**src/rtl/tilt_calibrate_and_throttle_map_unit_assert.svh**
```systemverilog
// ----------------------------------------------------------------------------
// Assertion macros for the tilt calibration and throttle map unit
// Each check is sampled on clk; the plain form is disabled during rst.
// ----------------------------------------------------------------------------
`ifndef TILT_CALIBRATE_AND_THROTTLE_MAP_UNIT_ASSERT_SVH
`define TILT_CALIBRATE_AND_THROTTLE_MAP_UNIT_ASSERT_SVH

`ifndef SYNTHESIS

// check outside reset
`define TCATM_ASSERT(label, prop) \
  label: assert property (@(posedge clk) disable iff (rst) prop) \
    else $error("tcatm assertion failed");

// check that also holds during reset
`define TCATM_ASSERT_ALWAYS(label, prop) \
  label: assert property (@(posedge clk) prop) \
    else $error("tcatm assertion failed");

`else

`define TCATM_ASSERT(label, prop)
`define TCATM_ASSERT_ALWAYS(label, prop)

`endif

`endif

```
**src/rtl/tcatm_pkg.sv**
```systemverilog
// ----------------------------------------------------------------------------
// tcatm_pkg
// Shared constants, step codes and controller/datapath interface types.
// ----------------------------------------------------------------------------
package tcatm_pkg;

  localparam int SAMPLE_BITS_DEFAULT = 16;

  // extra numerator bits for |x| * 50
  localparam int NUM_EXTRA_BITS = 5;

  localparam int NEUTRAL    = 50;
  localparam int DEAD_HIGH  = 55;
  localparam int DEAD_LOW   = 45;
  localparam int FULL_SCALE = 100;

  localparam logic [2:0] STEP_ZERO     = 3'd0;
  localparam logic [2:0] STEP_FORWARD  = 3'd1;
  localparam logic [2:0] STEP_BACKWARD = 3'd2;
  localparam logic [2:0] STEP_LEFT     = 3'd3;
  localparam logic [2:0] STEP_RIGHT    = 3'd4;
  localparam logic [2:0] STEP_DONE     = 3'd5;

  // bit0 red, bit1 green, bit2 blue
  localparam logic [2:0] LED_OFF    = 3'b000;
  localparam logic [2:0] LED_YELLOW = 3'b011;
  localparam logic [2:0] LED_PURPLE = 3'b101;
  localparam logic [2:0] LED_CYAN   = 3'b110;
  localparam logic [2:0] LED_WHITE  = 3'b111;

  typedef struct packed {
    logic load;      // input beat accepted this cycle
    logic step;      // one divider iteration
    logic out_load;  // result into output register
  } tcatm_cmd_t;

  typedef struct packed {
    logic need_div;  // accepted beat needs the divider
    logic out_free;  // output register can take a result
  } tcatm_status_t;

  function automatic logic [2:0] led_for_step(input logic [2:0] step);
    logic [2:0] led;
    unique case (step)
      STEP_FORWARD:  led = LED_YELLOW;
      STEP_BACKWARD: led = LED_PURPLE;
      STEP_LEFT:     led = LED_CYAN;
      STEP_DONE:     led = LED_WHITE;
      default:       led = LED_OFF;
    endcase
    return led;
  endfunction

endpackage

```
**src/rtl/tcatm_ctrl.sv**
```systemverilog
// ----------------------------------------------------------------------------
// tcatm_ctrl
// Sequencer: accept, divider iterations, result hand-off.
// ----------------------------------------------------------------------------
`include "tilt_calibrate_and_throttle_map_unit_assert.svh"

module tcatm_ctrl #(
  parameter int DIV_STEPS = tcatm_pkg::SAMPLE_BITS_DEFAULT + tcatm_pkg::NUM_EXTRA_BITS
) (
  input  logic                    clk,
  input  logic                    rst,
  input  logic                    in_valid,
  output logic                    in_stall,
  input  tcatm_pkg::tcatm_status_t status,
  output tcatm_pkg::tcatm_cmd_t    cmd
);
  import tcatm_pkg::*;

  localparam int CNT_BITS = (DIV_STEPS > 1) ? $clog2(DIV_STEPS) : 1;
  localparam logic [CNT_BITS-1:0] CNT_LAST = CNT_BITS'(DIV_STEPS - 1);

  typedef enum logic [1:0] {
    S_IDLE,
    S_DIV,
    S_FIN
  } state_t;

  state_t              state;
  logic [CNT_BITS-1:0] cnt;

  assign in_stall     = (state != S_IDLE);
  assign cmd.load     = (state == S_IDLE) && in_valid;
  assign cmd.step     = (state == S_DIV);
  assign cmd.out_load = (state == S_FIN) && status.out_free;

  always_ff @(posedge clk) begin
    if (rst) begin
      state <= S_IDLE;
      cnt   <= '0;
    end else begin
      unique case (state)
        S_IDLE: begin
          cnt <= '0;
          if (in_valid) begin
            state <= status.need_div ? S_DIV : S_FIN;
          end
        end
        S_DIV: begin
          cnt <= cnt + 1'b1;
          if (cnt == CNT_LAST) begin
            state <= S_FIN;
          end
        end
        S_FIN: begin
          if (status.out_free) begin
            state <= S_IDLE;
          end
        end
        default: state <= S_IDLE;
      endcase
    end
  end

  `TCATM_ASSERT(a_load_leaves_idle, cmd.load |=> (state != S_IDLE))
  `TCATM_ASSERT(a_div_ends_in_fin, (state == S_DIV && cnt == CNT_LAST) |=> (state == S_FIN))
  `TCATM_ASSERT(a_fin_waits_for_out, (state == S_FIN && !status.out_free) |=> (state == S_FIN))

endmodule

```
**src/rtl/tcatm_datapath.sv**
```systemverilog
// ----------------------------------------------------------------------------
// tcatm_datapath
// Calibration state, peak capture, restoring divider, clamp, output register.
// ----------------------------------------------------------------------------
`include "tilt_calibrate_and_throttle_map_unit_assert.svh"

module tcatm_datapath #(
  parameter int SAMPLE_BITS = tcatm_pkg::SAMPLE_BITS_DEFAULT
) (
  input  logic                     clk,
  input  logic                     rst,
  input  tcatm_pkg::tcatm_cmd_t    cmd,
  output tcatm_pkg::tcatm_status_t status,
  input  logic signed [15:0]       tilt_x,
  input  logic                     button_press,
  output logic                     out_valid,
  input  logic                     out_stall,
  output logic [6:0]               drive_percent,
  output logic                     drive_valid,
  output logic [2:0]               calibration_step,
  output logic [2:0]               led_pattern,
  output logic                     divide_fault
);
  import tcatm_pkg::*;

  localparam int SB = SAMPLE_BITS;
  localparam int NB = SAMPLE_BITS + NUM_EXTRA_BITS;
  localparam int VB = NB + 2;

  localparam logic signed [VB-1:0] V_NEUTRAL = VB'(NEUTRAL);
  localparam logic signed [VB-1:0] V_HIGH    = VB'(DEAD_HIGH);
  localparam logic signed [VB-1:0] V_LOW     = VB'(DEAD_LOW);
  localparam logic signed [VB-1:0] V_FULL    = VB'(FULL_SCALE);

  typedef enum logic [1:0] {
    K_NEUTRAL,
    K_RAW,
    K_PLUS,
    K_MINUS
  } kind_t;

  logic [2:0]    phase;
  logic [SB-1:0] fwd_peak;
  logic [SB-1:0] bwd_peak;

  logic [SB-1:0] x_r;
  logic [SB-1:0] div_r;
  logic [SB-1:0] rem;
  logic [NB-1:0] quo;
  kind_t         kind_r;
  logic          mapped_r;
  logic          fault_r;

  // ---- decode at accept ----
  logic [SB-1:0] x_in;
  logic          x_neg, x_zero;
  logic [SB-1:0] x_mag, f_mag, b_mag;
  logic [NB-1:0] num;
  logic          f_neg, f_zero, b_neg, b_zero;
  logic          mapped;
  kind_t         kind;
  logic          fault;
  logic [SB-1:0] divisor;

  always_comb begin
    x_in   = tilt_x[SB-1:0];
    x_neg  = x_in[SB-1];
    x_zero = (x_in == '0);
    x_mag  = x_neg ? (~x_in + 1'b1) : x_in;
    // |x| * 50 = 32|x| + 16|x| + 2|x|
    num    = NB'({x_mag, 5'b0}) + NB'({x_mag, 4'b0}) + NB'({x_mag, 1'b0});
    f_neg  = fwd_peak[SB-1];
    f_zero = (fwd_peak == '0);
    f_mag  = f_neg ? (~fwd_peak + 1'b1) : fwd_peak;
    b_neg  = bwd_peak[SB-1];
    b_zero = (bwd_peak == '0);
    b_mag  = b_neg ? (~bwd_peak + 1'b1) : bwd_peak;
    mapped = (phase >= STEP_DONE);

    fault   = 1'b0;
    divisor = f_mag;
    if (x_zero) begin
      kind = K_NEUTRAL;
    end else if (f_zero) begin
      kind = K_RAW;
    end else if (x_neg == f_neg) begin
      kind = K_PLUS;
    end else if (b_zero) begin
      kind  = K_NEUTRAL;
      fault = 1'b1;
    end else begin
      divisor = b_mag;
      kind    = (x_neg != b_neg) ? K_PLUS : K_MINUS;
    end
  end

  assign status.need_div = mapped && (kind == K_PLUS || kind == K_MINUS);
  assign status.out_free = !out_valid || !out_stall;

  // ---- restoring divider step ----
  logic [SB:0] trial;
  logic        fits;

  always_comb begin
    trial = {rem, quo[NB-1]};
    fits  = (trial >= {1'b0, div_r});
  end

  always_ff @(posedge clk) begin
    if (rst) begin
      phase    <= STEP_ZERO;
      fwd_peak <= '0;
      bwd_peak <= '0;
    end else if (cmd.load) begin
      if (mapped) begin
        phase <= STEP_DONE;
      end else if (button_press) begin
        if (phase == STEP_FORWARD) begin
          fwd_peak <= x_in;
        end else if (phase == STEP_BACKWARD) begin
          bwd_peak <= x_in;
        end
        phase <= phase + 1'b1;
      end
    end
  end

  always_ff @(posedge clk) begin
    if (cmd.load) begin
      x_r      <= x_in;
      div_r    <= divisor;
      rem      <= '0;
      quo      <= num;
      kind_r   <= kind;
      mapped_r <= mapped;
      fault_r  <= mapped && fault;
    end else if (cmd.step) begin
      if (fits) begin
        rem <= SB'(trial - {1'b0, div_r});
      end else begin
        rem <= trial[SB-1:0];
      end
      quo <= {quo[NB-2:0], fits};
    end
  end

  // ---- offset, dead zone, clamp ----
  logic signed [VB-1:0] q_wide;
  logic signed [VB-1:0] v_wide;
  logic [6:0]           pct;

  always_comb begin
    q_wide = signed'({2'b00, quo});
    case (kind_r)
      K_PLUS:  v_wide = V_NEUTRAL + q_wide;
      K_MINUS: v_wide = V_NEUTRAL - q_wide;
      K_RAW:   v_wide = signed'({{(VB-SB){x_r[SB-1]}}, x_r});
      default: v_wide = V_NEUTRAL;
    endcase

    if (v_wide > V_NEUTRAL && v_wide < V_HIGH) begin
      pct = 7'(NEUTRAL);
    end else if (v_wide < V_NEUTRAL && v_wide > V_LOW) begin
      pct = 7'(NEUTRAL);
    end else if (v_wide < 0) begin
      pct = 7'd0;
    end else if (v_wide > V_FULL) begin
      pct = 7'(FULL_SCALE);
    end else begin
      pct = v_wide[6:0];
    end
  end

  // ---- output register ----
  always_ff @(posedge clk) begin
    if (rst) begin
      out_valid <= 1'b0;
    end else if (cmd.out_load) begin
      out_valid <= 1'b1;
    end else if (!out_stall) begin
      out_valid <= 1'b0;
    end
  end

  always_ff @(posedge clk) begin
    if (cmd.out_load) begin
      drive_percent    <= mapped_r ? pct : 7'd0;
      drive_valid      <= mapped_r;
      calibration_step <= phase;
      led_pattern      <= led_for_step(phase);
      divide_fault     <= fault_r;
    end
  end

  `TCATM_ASSERT(a_mapped_only_when_done,
    (out_valid && drive_valid) |-> (phase == STEP_DONE))
  `TCATM_ASSERT(a_percent_in_range,
    (out_valid && drive_valid) |-> (drive_percent <= 7'(FULL_SCALE)))

endmodule

```
**src/rtl/tilt_calibrate_and_throttle_map_unit.sv**
```systemverilog
// ----------------------------------------------------------------------------
// tilt_calibrate_and_throttle_map_unit
// Tilt calibration sequencer and forward/backward throttle mapper.
// ----------------------------------------------------------------------------
// One input beat (tilt_x, tilt_y, button_press) gives exactly one result
// beat. After reset the unit steps through zero, forward, backward, left and
// right; a press advances the step, the forward press stores tilt_x as the
// forward peak and the backward press stores it as the backward peak. Once
// done, each beat maps tilt_x to drive_percent 0..100 (50 neutral): the
// magnitude |x|*50 is divided by the matching peak, a dead zone snaps 46..54
// to 50 and the result is clamped. A zero backward divisor gives 50 with
// divide_fault set; a zero forward peak passes x unscaled to the clamp.
// Only the low SAMPLE_BITS bits of tilt_x are used; tilt_y is not used.
// Calibration beats and mapped beats that need no division go from accept
// straight to the result hand-off; a mapped beat that divides first runs
// the restoring divider, which retires one quotient bit per cycle over
// SAMPLE_BITS + 5 bits. One beat is in flight at a time; the output
// register lets a new beat be accepted while the previous result still
// waits on out_stall.

module tilt_calibrate_and_throttle_map_unit #(
  parameter int SAMPLE_BITS = tcatm_pkg::SAMPLE_BITS_DEFAULT
) (
  input  logic               clk,
  input  logic               rst,
  // input channel
  input  logic               in_valid,
  output logic               in_stall,
  input  logic signed [15:0] tilt_x,
  input  logic signed [15:0] tilt_y,
  input  logic               button_press,
  // result channel
  output logic               out_valid,
  input  logic               out_stall,
  output logic [6:0]         drive_percent,
  output logic               drive_valid,
  output logic [2:0]         calibration_step,
  output logic [2:0]         led_pattern,
  output logic               divide_fault
);
  import tcatm_pkg::*;

  // one divider iteration per quotient bit of |x|*50
  localparam int DIV_STEPS = SAMPLE_BITS + NUM_EXTRA_BITS;

  tcatm_cmd_t    cmd;
  tcatm_status_t status;

  tcatm_ctrl #(
    .DIV_STEPS (DIV_STEPS)
  ) u_ctrl (
    .clk      (clk),
    .rst      (rst),
    .in_valid (in_valid),
    .in_stall (in_stall),
    .status   (status),
    .cmd      (cmd)
  );

  // tilt_y rides along on the channel; the mapping ignores it
  tcatm_datapath #(
    .SAMPLE_BITS (SAMPLE_BITS)
  ) u_datapath (
    .clk              (clk),
    .rst              (rst),
    .cmd              (cmd),
    .status           (status),
    .tilt_x           (tilt_x),
    .button_press     (button_press),
    .out_valid        (out_valid),
    .out_stall        (out_stall),
    .drive_percent    (drive_percent),
    .drive_valid      (drive_valid),
    .calibration_step (calibration_step),
    .led_pattern      (led_pattern),
    .divide_fault     (divide_fault)
  );

endmodule
```
**config.mk**
```make
export PLATFORM = sky130hd
export DESIGN_NAME = tilt_calibrate_and_throttle_map_unit
export DESIGN_NICKNAME = d
export VERILOG_FILES = /design/src/rtl/tcatm_pkg.sv /design/src/rtl/tcatm_ctrl.sv /design/src/rtl/tcatm_datapath.sv /design/src/rtl/tilt_calibrate_and_throttle_map_unit.sv
export VERILOG_INCLUDE_DIRS = /design/src /design/src/rtl
export SDC_FILE = /design/constraint.sdc
export NUM_CORES = 1
export LEC_CHECK = 0
export ABC_CLOCK_PERIOD_IN_PS = 7300
export BUFFER_PORTS_ARGS = -buffer_cell sky130_fd_sc_hd__buf_4
export CORE_ASPECT_RATIO = 1.5
export CORE_MARGIN = 2
export CORE_UTILIZATION = 25
export DETAILED_ROUTE_END_ITERATION = 6
export PLACE_DENSITY = 0.44
export SKIP_LAST_GASP = 1
export SLEW_MARGIN = 15
export SYNTH_ARGS = -nofsm -noshare
export SYNTH_HDL_FRONTEND = slang
export SYNTH_SLANG_ARGS = --single-unit
```
**constraint.sdc**
```tcl
create_clock -name clk -period 7.3 [get_ports clk]
set_clock_uncertainty 0.05 [all_clocks]
set_input_delay 1.095 -clock clk [delete_from_list [all_inputs] [get_ports clk]]
set_output_delay 1.095 -clock clk [all_outputs]
set_load 0.03 [all_outputs]
```
==> results.toml, run 1 <==
[job]
cap_violations = 0

[finish]
multi_input_area_um2 = 4990
fin_cells = 1485
ff_latch_area_um2 = 3340
n_fill_cell = 3800
fin_nets = 1097
syn2layout_area_growth_pct = 14.8
antenna_cells = 0
stdcell_area_um2 = 10100
drive_above_1_share_pct = 9.98

[grt]
grt_pass1_wl_mm = 36.0
antenna_found_initial = 0
first_global_vias = 6688
grt_max_degree = 45
track_usage_pct = 12.8
grt.overflow.total = 0

[timing]
fmax_ghz = 0.204
worstMarginPinSlew_ps = 1130
hold_violations = 0
timing.final.crit_share_pct = 67.0
fin_crit_ps = 4890
hold_slack_ps = 402
setup_viol = 0
slew_headroom_pct = 24.1
grt_setup_unrepaired = "false"
fin_tns_setup_ps = 0
slew_viol_final = 0

[floorplan]
die_w_um = 157
io_pins = 54
core_area_um2 = 34900
start_util_pct = 25.2
die_h_um = 234
row_count = 84
dieArea_um2 = 36700

[min_path]
holdCritPathClass = "flop to flop"

[detailed_routing]
num_vias = 6856
route.detailed.drc = 0
postRouteAntennaNets = 0
drt_first_pass_iters = 4
routedWlPerCell_um = 15.3
drtIter0Drc = 349
viasPerCell = 4.62
wl_mm = 22.7

[placement]
io_buffer_count = 37
place_area_um2 = 9490
post-dp-hpwl_mm = 17.5
place_congestion = 0.748
place_inst = 1453

[outcome]
outcome = "finished, final reports clean"

[power_and_ir_drop]
p_leak_uw = 0.00409
powerDensity_nw_per_um2 = 230
vdd_drop_max_uv = 122
total_power_uw = 2320

[logic_synthesis]
netlist_area_um2 = 8780
syn_nets = 1080
ys_seq_area_share_pct = 38.1
synth_edf_count = 72
async_flop_share_pct = 0
ys_warn_count = 0
synth_cell_type_count = 67
synthesis.instances = 982
ys.flop_type = "edfxtp_1"
syn_avg_cell_area_um2 = 8.94
synth-seq-cells = 131

[cts]
cts.path.max_buffers = 2
post_cts_resize_count = 0
cts_hold_buf = 0
clk_latency_ps = 430
cts_num_sinks = 131
numCtsBuffers = 17
root_buffer = "clkbuf_16"
cts.htree.levels = 4
cts_setup_buffers = 0
path_clk_slew_ps = 60
cts_tree = "built"

[critical_path]
criticalPathCategory = "primary input to flop"
worstPathMaxFanout = 7
cp-end-kind = "flop"
required_ps = 7410
r2r_slack_ps = 3860
cp-start-kind = "primary input"
crit_arrival_ps = 5010
[synthesized netlist by cell type (12+ instances only)]
| cell type | n | share of area, % |
|---|---|---|
| nand2_1 | 113 | 4.8 |
| nor2_1 | 78 | 3.3 |
| edfxtp_1 | 72 | 25 |
| inv_1 | 67 | 2.9 |
| o21ai_0 | 67 | 3.8 |
| dfxtp_1 | 59 | 13 |
| a21oi_1 | 57 | 3.2 |
| ha_1 | 47 | 6.7 |
| xnor2_1 | 43 | 4.3 |
| xor2_1 | 35 | 3.5 |
| clkbuf_1 | 33 | 1.4 |
| mux2i_1 | 26 | 3.0 |
| nand3_1 | 25 | 1.4 |
| nor3_1 | 23 | 1.3 |
| nand2b_1 | 16 | 1.1 |
| o31ai_1 | 15 | 1.3 |
| a21o_1 | 14 | 1.2 |
| fa_1 | 14 | 3.2 |
| a21oi_2 | 12 | 1.2 |
| or3_1 | 12 | 0.85 |
[cell type report]
| cell class | instances | share of cell area (%) |
|---|---|---|
| multi-input combinational | 739 | 49.5 |
| sequential | 131 | 33.1 |
| tap | 473 | 5.87 |
| clock buffer | 22 | 5.04 |
| timing repair buffer | 42 | 3.13 |
| inverter | 68 | 2.53 |
| clock inverter | 10 | 0.794 |
[placed cells by master, fill, tap and decap left out, types with 5 or more instances in the layout]
cell type	instances
nand2_1	113
nor2_1	78
edfxtp_1	72
inv_1	67
o21ai_0	67
dfxtp_1	59
a21oi_1	56
ha_1	47
xnor2_1	43
buf_4	42
xor2_1	35
mux2i_1	26
nand3_1	25
nor3_1	23
clkbuf_16	20
nand2b_1	16
o31ai_1	15
a21o_1	14
fa_1	14
or3_1	12
a21oi_2	12
nor2b_1	10
nand4_1	9
a31oi_1	8
o21a_1	7
and4_1	7
nor4_1	6
and2_1	6
o41ai_1	6
or2_2	6
a32oi_1	6
or4_1	5
o211ai_1	5
a211oi_1	5
and3_1	5
[state kept, by name, summed over array words and instances, names as in the netlist, 2 cells and up]
name,count
u_datapath.bwd_peak,16
u_datapath.fwd_peak,16
u_datapath.rem,16
u_datapath.quo,21
u_datapath.div_r,16
u_ctrl.state,2
u_datapath.drive_percent,7
u_ctrl.cnt,5
u_datapath.phase,3
u_datapath.x_r,16
u_datapath.kind_r,2
u_datapath.calibration_step,3
u_datapath.led_pattern,3
[cells by family (layout without fill, tap and decap cells)]
kind of cell	count (synthesis)	in the layout	share of synthesized area, %
adders and majority gates	61	61	9.89
xor gates and xnor gates	78	78	7.78
AOI/OAI and AO/OA	234	234	17.1
and+or+nand+nor	338	338	18.7
DFF	131	131	38.1
buffers and inverters	112	142	5.23
muxes	28	28	3.22
[final timing paths]
path                                         start                      end  cells past startpoint
worst max-delay path                     tilt_x[2]       u_datapath.quo[19]                     16
worst min-delay path            u_datapath.fault_r  u_datapath.divide_fault                      0
worst max register to register     u_ctrl.state[1]        u_datapath.quo[6]                      6
worst min register to register  u_datapath.fault_r  u_datapath.divide_fault                      0
[worst max-delay path: stages]
cell and delay (ps):
buf_4 160, nor3_1 300, nand2_1 150, o21ai_0 210
xor2_1 410, fa_1 470, inv_1 60, ha_1 260
nor2b_1 140, o21ai_0 220, a21boi_0 170, o41ai_1 650
o211ai_1 200, a31oi_1 220, xor2_1 200, o21ai_0 90
[per-stage QoR]
stage                     worst slack [ps]  utilization, %
after floorplan                       2540               -
after global placement                1920            27.2
after detailed placement              1940            27.2
after CTS                             2380            28.9
after global routing                  1960            28.9
final                                 2410            28.9
[routing by layer]
metal  vias to the layer above  share of wire, %  global-route usage [%]  wire (um)
li1                       3530                 -                       -          -
met1                      3216                44                    14.9       9940
met2                        84                52                    23.5      11900
met3                        26               2.4                    2.24        550
met4                         0               1.7                    4.09        376
met5                         -                 0                       0          0
[power breakdown]
group          switching [uW]  internal [uW]  total, uW
clock                     353            502        855
combinational             332            231        563
sequential               59.5            838        897
Note: power is estimated with default switching activity, not from simulation.
==> inputs of run 2 (changes only) <==
- ABC_AREA: unset -> 1
- ABC_CLOCK_PERIOD_IN_PS: 7300 -> 5100
- PLACE_DENSITY: 0.44 -> 0.43
- clock period: 7.3 -> 5.1 ns (I/O delays scaled with it)
==> run 2 against run 1 <==
Against the previous run: flip-flop and latch count is the same; worst hold slack gained 18 ps; via count is 22% higher; wire length increased by 18%; clock-buffer cell count fell by 4; cell area rose by 8.1%; die area is 8.0% higher; global-route usage grew 1.1 points; combinational power rose to 3.0 times the previous value; critical path depth rose by 8; sequential power rose by 63%; total power up 88%; largest power group is now combinational cells.
==> results.toml, run 2 <==
[logic_synthesis]
synth_cell_type_count = 46
synth-seq-cells = 131
netlist_area_um2 = 9500
synthesis.instances = 1315
ys.flop_type = "edfxtp_1"
ys_top_cells_by_count = "290 x nand2_1, 158 x inv_1, 143 x nor2_1"
synth_edf_count = 72
syn_nets = 1413
ys_warn_count = 0
ys_seq_area_share_pct = 35.2
netlist_top_cells_area = "edfxtp_1 23%, dfxtp_1 12%, nand2_1 11%"
syn_avg_cell_area_um2 = 7.23
yosys.area.top_type_share_pct = 22.8
yosysMostFrequentCell = "nand2_1"
async_flop_share_pct = 0
yosysTopAreaCell = "edfxtp_1"

[grt]
first_global_vias = 8220
track_usage_pct = 13.9
grt_use_met1_pct = 16.8
grt_max_degree = 61
grt-busiest-layer = "met2"
antenna_found_initial = 0
grt_pass1_wl_mm = 42.9
grt.overflow.total = 0
use_met3_pct = 1.81
grt_util_met2_pct = 24.6

[finish]
n_fill_cell = 4134
layout_common_cells = "290 x nand2_1, 158 x inv_1, 141 x nor2_1"
fin_cells = 1847
syn2layout_area_growth_pct = 14.7
antenna_cells = 0
regMostFlops = "u_datapath.quo"
largest_register_ffs = 21
fin_nets = 1443
final_common_cell = "nand2_1"
drive_above_1_share_pct = 9.57

[critical_path]
required_ps = 5210
cpMaxStageDelayCell = "fa_1"
criticalPathCategory = "primary input to flop"
cp-end-kind = "flop"
crit_arrival_ps = 4350
worstPathMaxFanout = 7
path_common_cell = "inv_1"
slowest_delay_ps = 470
worstPathCellList = "buf_4 -> inv_1 -> ha_1 -> inv_1 -> nor2_1 -> inv_1 -> nor2_1 -> nand2_1 -> nor3_1 -> a21oi_1 -> xor2_1 -> inv_1 -> fa_1 -> ha_1 -> nand2_1 -> inv_1 -> nand4_1 -> o2111ai_1 -> nand2_1 -> nand2_1 -> a21o_1 -> or2_2 -> nand3_1 -> o21ai_0"
cp-start-kind = "primary input"

[cts]
cts.path.max_buffers = 2
numCtsBuffers = 17
root_buffer = "clkbuf_16"
post_cts_resize_count = 0
path_clk_slew_ps = 60
cts_setup_buffers = 0
cts.htree.levels = 4
clk_latency_ps = 440
cts_hold_buf = 0
cts_tree = "built"
cts_num_sinks = 131

[timing]
fin_crit_ps = 4230
slew_headroom_pct = 39.8
hold_violations = 0
fin_tns_setup_ps = 0
timing.final.crit_share_pct = 83.0
setup_ws_ps = 868
worstMarginPinSlew_ps = 900
setup_viol = 0
fmax_ghz = 0.236
grt_setup_unrepaired = "false"
slew_viol_final = 0

[placement]
place_congestion = 0.818
io_buffer_count = 37
place_inst = 1815
post-dp-hpwl_mm = 21.4
dp_worst_setup_slack_ps = 369

[power_and_ir_drop]
powerDensity_nw_per_um2 = 400
vdd_drop_max_uv = 160
p_leak_uw = 0.00483
total_power_uw = 4360

[outcome]
outcome = "finished, final reports clean"

[detailed_routing]
num_vias = 8353
route.detailed.drc = 0
routedWlPerCell_um = 14.6
drt_first_pass_iters = 5
wl_mm = 26.9
viasPerCell = 4.52
drtIter0Drc = 405
postRouteAntennaNets = 0

[job]
cap_violations = 0

[min_path]
holdCritPathClass = "flop to flop"

[floorplan]
die_h_um = 243
core_area_um2 = 37600
io_pins = 54
row_count = 87
die_w_um = 163
dieArea_um2 = 39600
start_util_pct = 25.3
[run 2: logic make-up (layout without fill, tap and decap cells)]
group | after synthesis | count (layout) | synth area share [%]
AOI/OAI and AO/OA | 235 | 235 | 13.3
DFF | 131 | 131 | 35.2
adders and majority gates | 61 | 61 | 9.14
and+or+nand+nor | 619 | 619 | 28.4
xor gates and xnor gates | 57 | 57 | 5.25
muxes | 2 | 2 | 0.211
buffers and inverters | 210 | 253 | 8.56
[run 2: stage by stage]
stage / util (%) / area (um^2) / hold WS [ps]
after global routing: 29.0 / 10900 / 437
after detailed placement: 27.5 / 10300 / 402
after CTS: 29.0 / 10900 / 415
final: 29.0 / 10900 / 420
after floorplan: - / 9500 / 350
after global placement: 27.5 / 10300 / 396
[run 2: power breakdown]
part / total (uW) / internal (uW) / switching (uW) / leakage, uW
clock: 1210 / 686 / 524 / 0.000281
sequential: 1460 / 1300 / 164 / 0.00117
combinational: 1680 / 583 / 1100 / 0.00337
total: 4360 / 2570 / 1790 / 0.00483
[run 2: per-layer routing]
metal | part of all wire (%) | wire length, um
met5 | 0 | 0
met4 | 2.9 | 775
met3 | 2.2 | 590
met2 | 51 | 13700
met1 | 44 | 11900
[run 2: worst paths after layout]
check,from,endpoint,slack [ps],cells past startpoint
worst max-delay path,tilt_x[0],u_datapath.quo[19],870,24
worst min-delay path,u_datapath.fault_r,u_datapath.divide_fault,420,0
worst max register to register,u_datapath.quo[20],u_datapath.rem[0],1700,13
worst min register to register,u_datapath.fault_r,u_datapath.divide_fault,420,0
[run 2: cell type report]
| type | instances | area, um^2 | share of cell area, % |
|---|---|---|---|
| Clock inverter | 14 | 145 | 1.33 |
| Inverter | 171 | 642 | 5.89 |
| Multi-Input combinational cell | 974 | 5360 | 49.1 |
| Sequential cell | 131 | 3340 | 30.7 |
| Timing Repair Buffer | 50 | 375 | 3.44 |
| Tap cell | 489 | 612 | 5.61 |
| Clock buffer | 18 | 429 | 3.94 |
[run 2: critical path, delay by kind of cell]
| kind | cells | cell delay (ps) |
|---|---|---|
| and+or+nand+nor | 10 | 1240 |
| AOI/OAI and AO/OA | 4 | 490 |
| buffers and inverters | 6 | 550 |
| adders and majority gates | 3 | 980 |
| xor gates and xnor gates | 1 | 320 |
==> inputs of run 3 (changes only) <==
- ABC_CLOCK_PERIOD_IN_PS: 5100 -> 3600
- PLACE_DENSITY: 0.43 -> 0.45
- clock period: 5.1 -> 3.6 ns (I/O delays scaled with it)
==> run 3 against run 2 <==
Against the previous run: critical path depth unchanged; non-clock buffer count increased by 86; sequential share of layout area decreased by 2.4 points; worst hold slack got worse by 140 ps; combinational power increased by 71%; critical path type unchanged; largest power group unchanged.
==> results.toml, run 3 (synthesis gave the netlist of run 2 again) <==
[cts]
cts_hold_buf = 0
cts_tree = "built"
cts_num_sinks = 131
numCtsBuffers = 17
path_clk_slew_ps = 60
cts.path.max_buffers = 2
cts.htree.levels = 4
clk_latency_ps = 440
root_buffer = "clkbuf_16"

[critical_path]
criticalPathCategory = "primary input to flop"
crit_buf_inv = 6
worstPathCellList = "buf_8 -> nor3_4 -> inv_2 -> nor2_4 -> inv_2 -> nor2_2 -> inv_2 -> nor3_4 -> or2_4 -> xor2_2 -> inv_1 -> fa_1 -> inv_2 -> ha_4 -> a21oi_4 -> nand2_2 -> nand3_2 -> o2111ai_2 -> nand2_1 -> nand2_1 -> a21o_1 -> or2_4 -> nand3_2 -> o21ai_1"
cpMaxStageDelayCell = "fa_1"
required_ps = 3700
crit_arrival_ps = 3670
cp-end-kind = "flop"
cp-start-kind = "primary input"
slowest_delay_ps = 580
cp_top_family = "simple AND/OR/NAND/NOR gates"
path_common_cell = "inv_2"
worstPathMaxFanout = 4

[detailed_routing]
num_vias = 8816
routedWlPerCell_um = 14.6
route.detailed.drc = 0
viasPerCell = 4.56
drt_first_pass_iters = 5
postRouteAntennaNets = 0
wl_mm = 28.3
drtIter0Drc = 419

[power_and_ir_drop]
powerDensity_nw_per_um2 = 554
vdd_drop_max_uv = 253
p_leak_uw = 0.00528

[finish]
regMostFlops = "u_datapath.quo"
n_fill_cell = 4090
antenna_cells = 0
layout_common_cells = "286 x nand2_1, 149 x inv_1, 136 x nor2_1"
fin_cells = 1933
syn2layout_area_growth_pct = 24.6
largest_register_ffs = 21
final_common_cell = "nand2_1"
fin_nets = 1529
drive_above_1_share_pct = 18.2

[timing]
timing.final.crit_share_pct = 99.1
setup_viol = 0
hold_violations = 0
slew_headroom_pct = 34.3
slew_viol_final = 0
fin_crit_ps = 3570
worstMarginPinSlew_ps = 984
fmax_ghz = 0.280
fin_tns_setup_ps = 0
grt_setup_unrepaired = "true"

[floorplan]
die_h_um = 243
row_count = 87
start_util_pct = 25.3
dieArea_um2 = 39600
die_w_um = 163
io_pins = 54
core_area_um2 = 37600

[outcome]
outcome = "finished, final reports clean"

[grt]
grt_pass1_wl_mm = 45.3
first_global_vias = 8630
grt_max_degree = 60
grt.overflow.total = 0
antenna_found_initial = 0
track_usage_pct = 14.7

[placement]
place_inst = 1899
post-dp-hpwl_mm = 22.6
io_buffer_count = 37
place_congestion = 0.913

[job]
cap_violations = 0

[min_path]
holdCritPathClass = "primary input to flop"
## run 3: stage by stage
step	total power, uW	instance area [um^2]	worst slack [ps]	util [%]	hold WS, ps
finish	6560	11800	32.2	31.5	281
global route	7060	11800	-172	31.5	262
CTS	6530	11700	-55.3	31.1	266
detailed placement	4890	11100	-660	29.5	391
global placement	4870	11100	-580	29.5	394
floorplan	3930	9630	-241	-	350
## run 3: layout make-up
class	count	area (um^2)	area share [%]
multi-input combinational	974	5660	47.8
tap	489	612	5.17
timing repair buffer	136	1040	8.75
sequential	131	3340	28.2
clock buffer	22	464	3.92
inverter	171	647	5.46
clock inverter	10	72.6	0.613
## run 3: path summary, 6_finish.rpt
check	startpoint	to	slack [ps]	depth (start not counted)
hold reg to reg	u_datapath.fault_r	u_datapath.divide_fault	400	0
setup / recovery	tilt_x[1]	u_datapath.quo[19]	30	24
setup reg to reg	u_datapath.quo[1]	u_datapath.drive_percent[6]	600	15
hold / removal	tilt_x[8]	u_datapath.x_r[8]	280	1
## run 3: routing by layer
metal  GRT usage, %  vias to the layer above  part of all wire [%]
met1           17.4                     4041                    43
met2           26.5                      154                    52
li1               -                     4580                     -
met3           1.79                       41                   2.4
met4           6.17                        0                   2.6
met5              0                        -                     0
## run 3: power by group
part	switching, uW	total, uW	leakage (uW)	internal, uW
sequential	252	2100	0.00117	1840
clock	667	1590	0.000270	921
combinational	1720	2880	0.00383	1160
## run 3: timing repair
| item | in CTS | in global routing |
|---|---|---|
| pin swaps | 6 | 31 |
| buffers inserted | 0 | 2 |
| resized for setup | 8 | 43 |
| setup endpoints to repair | 6 | 10 |
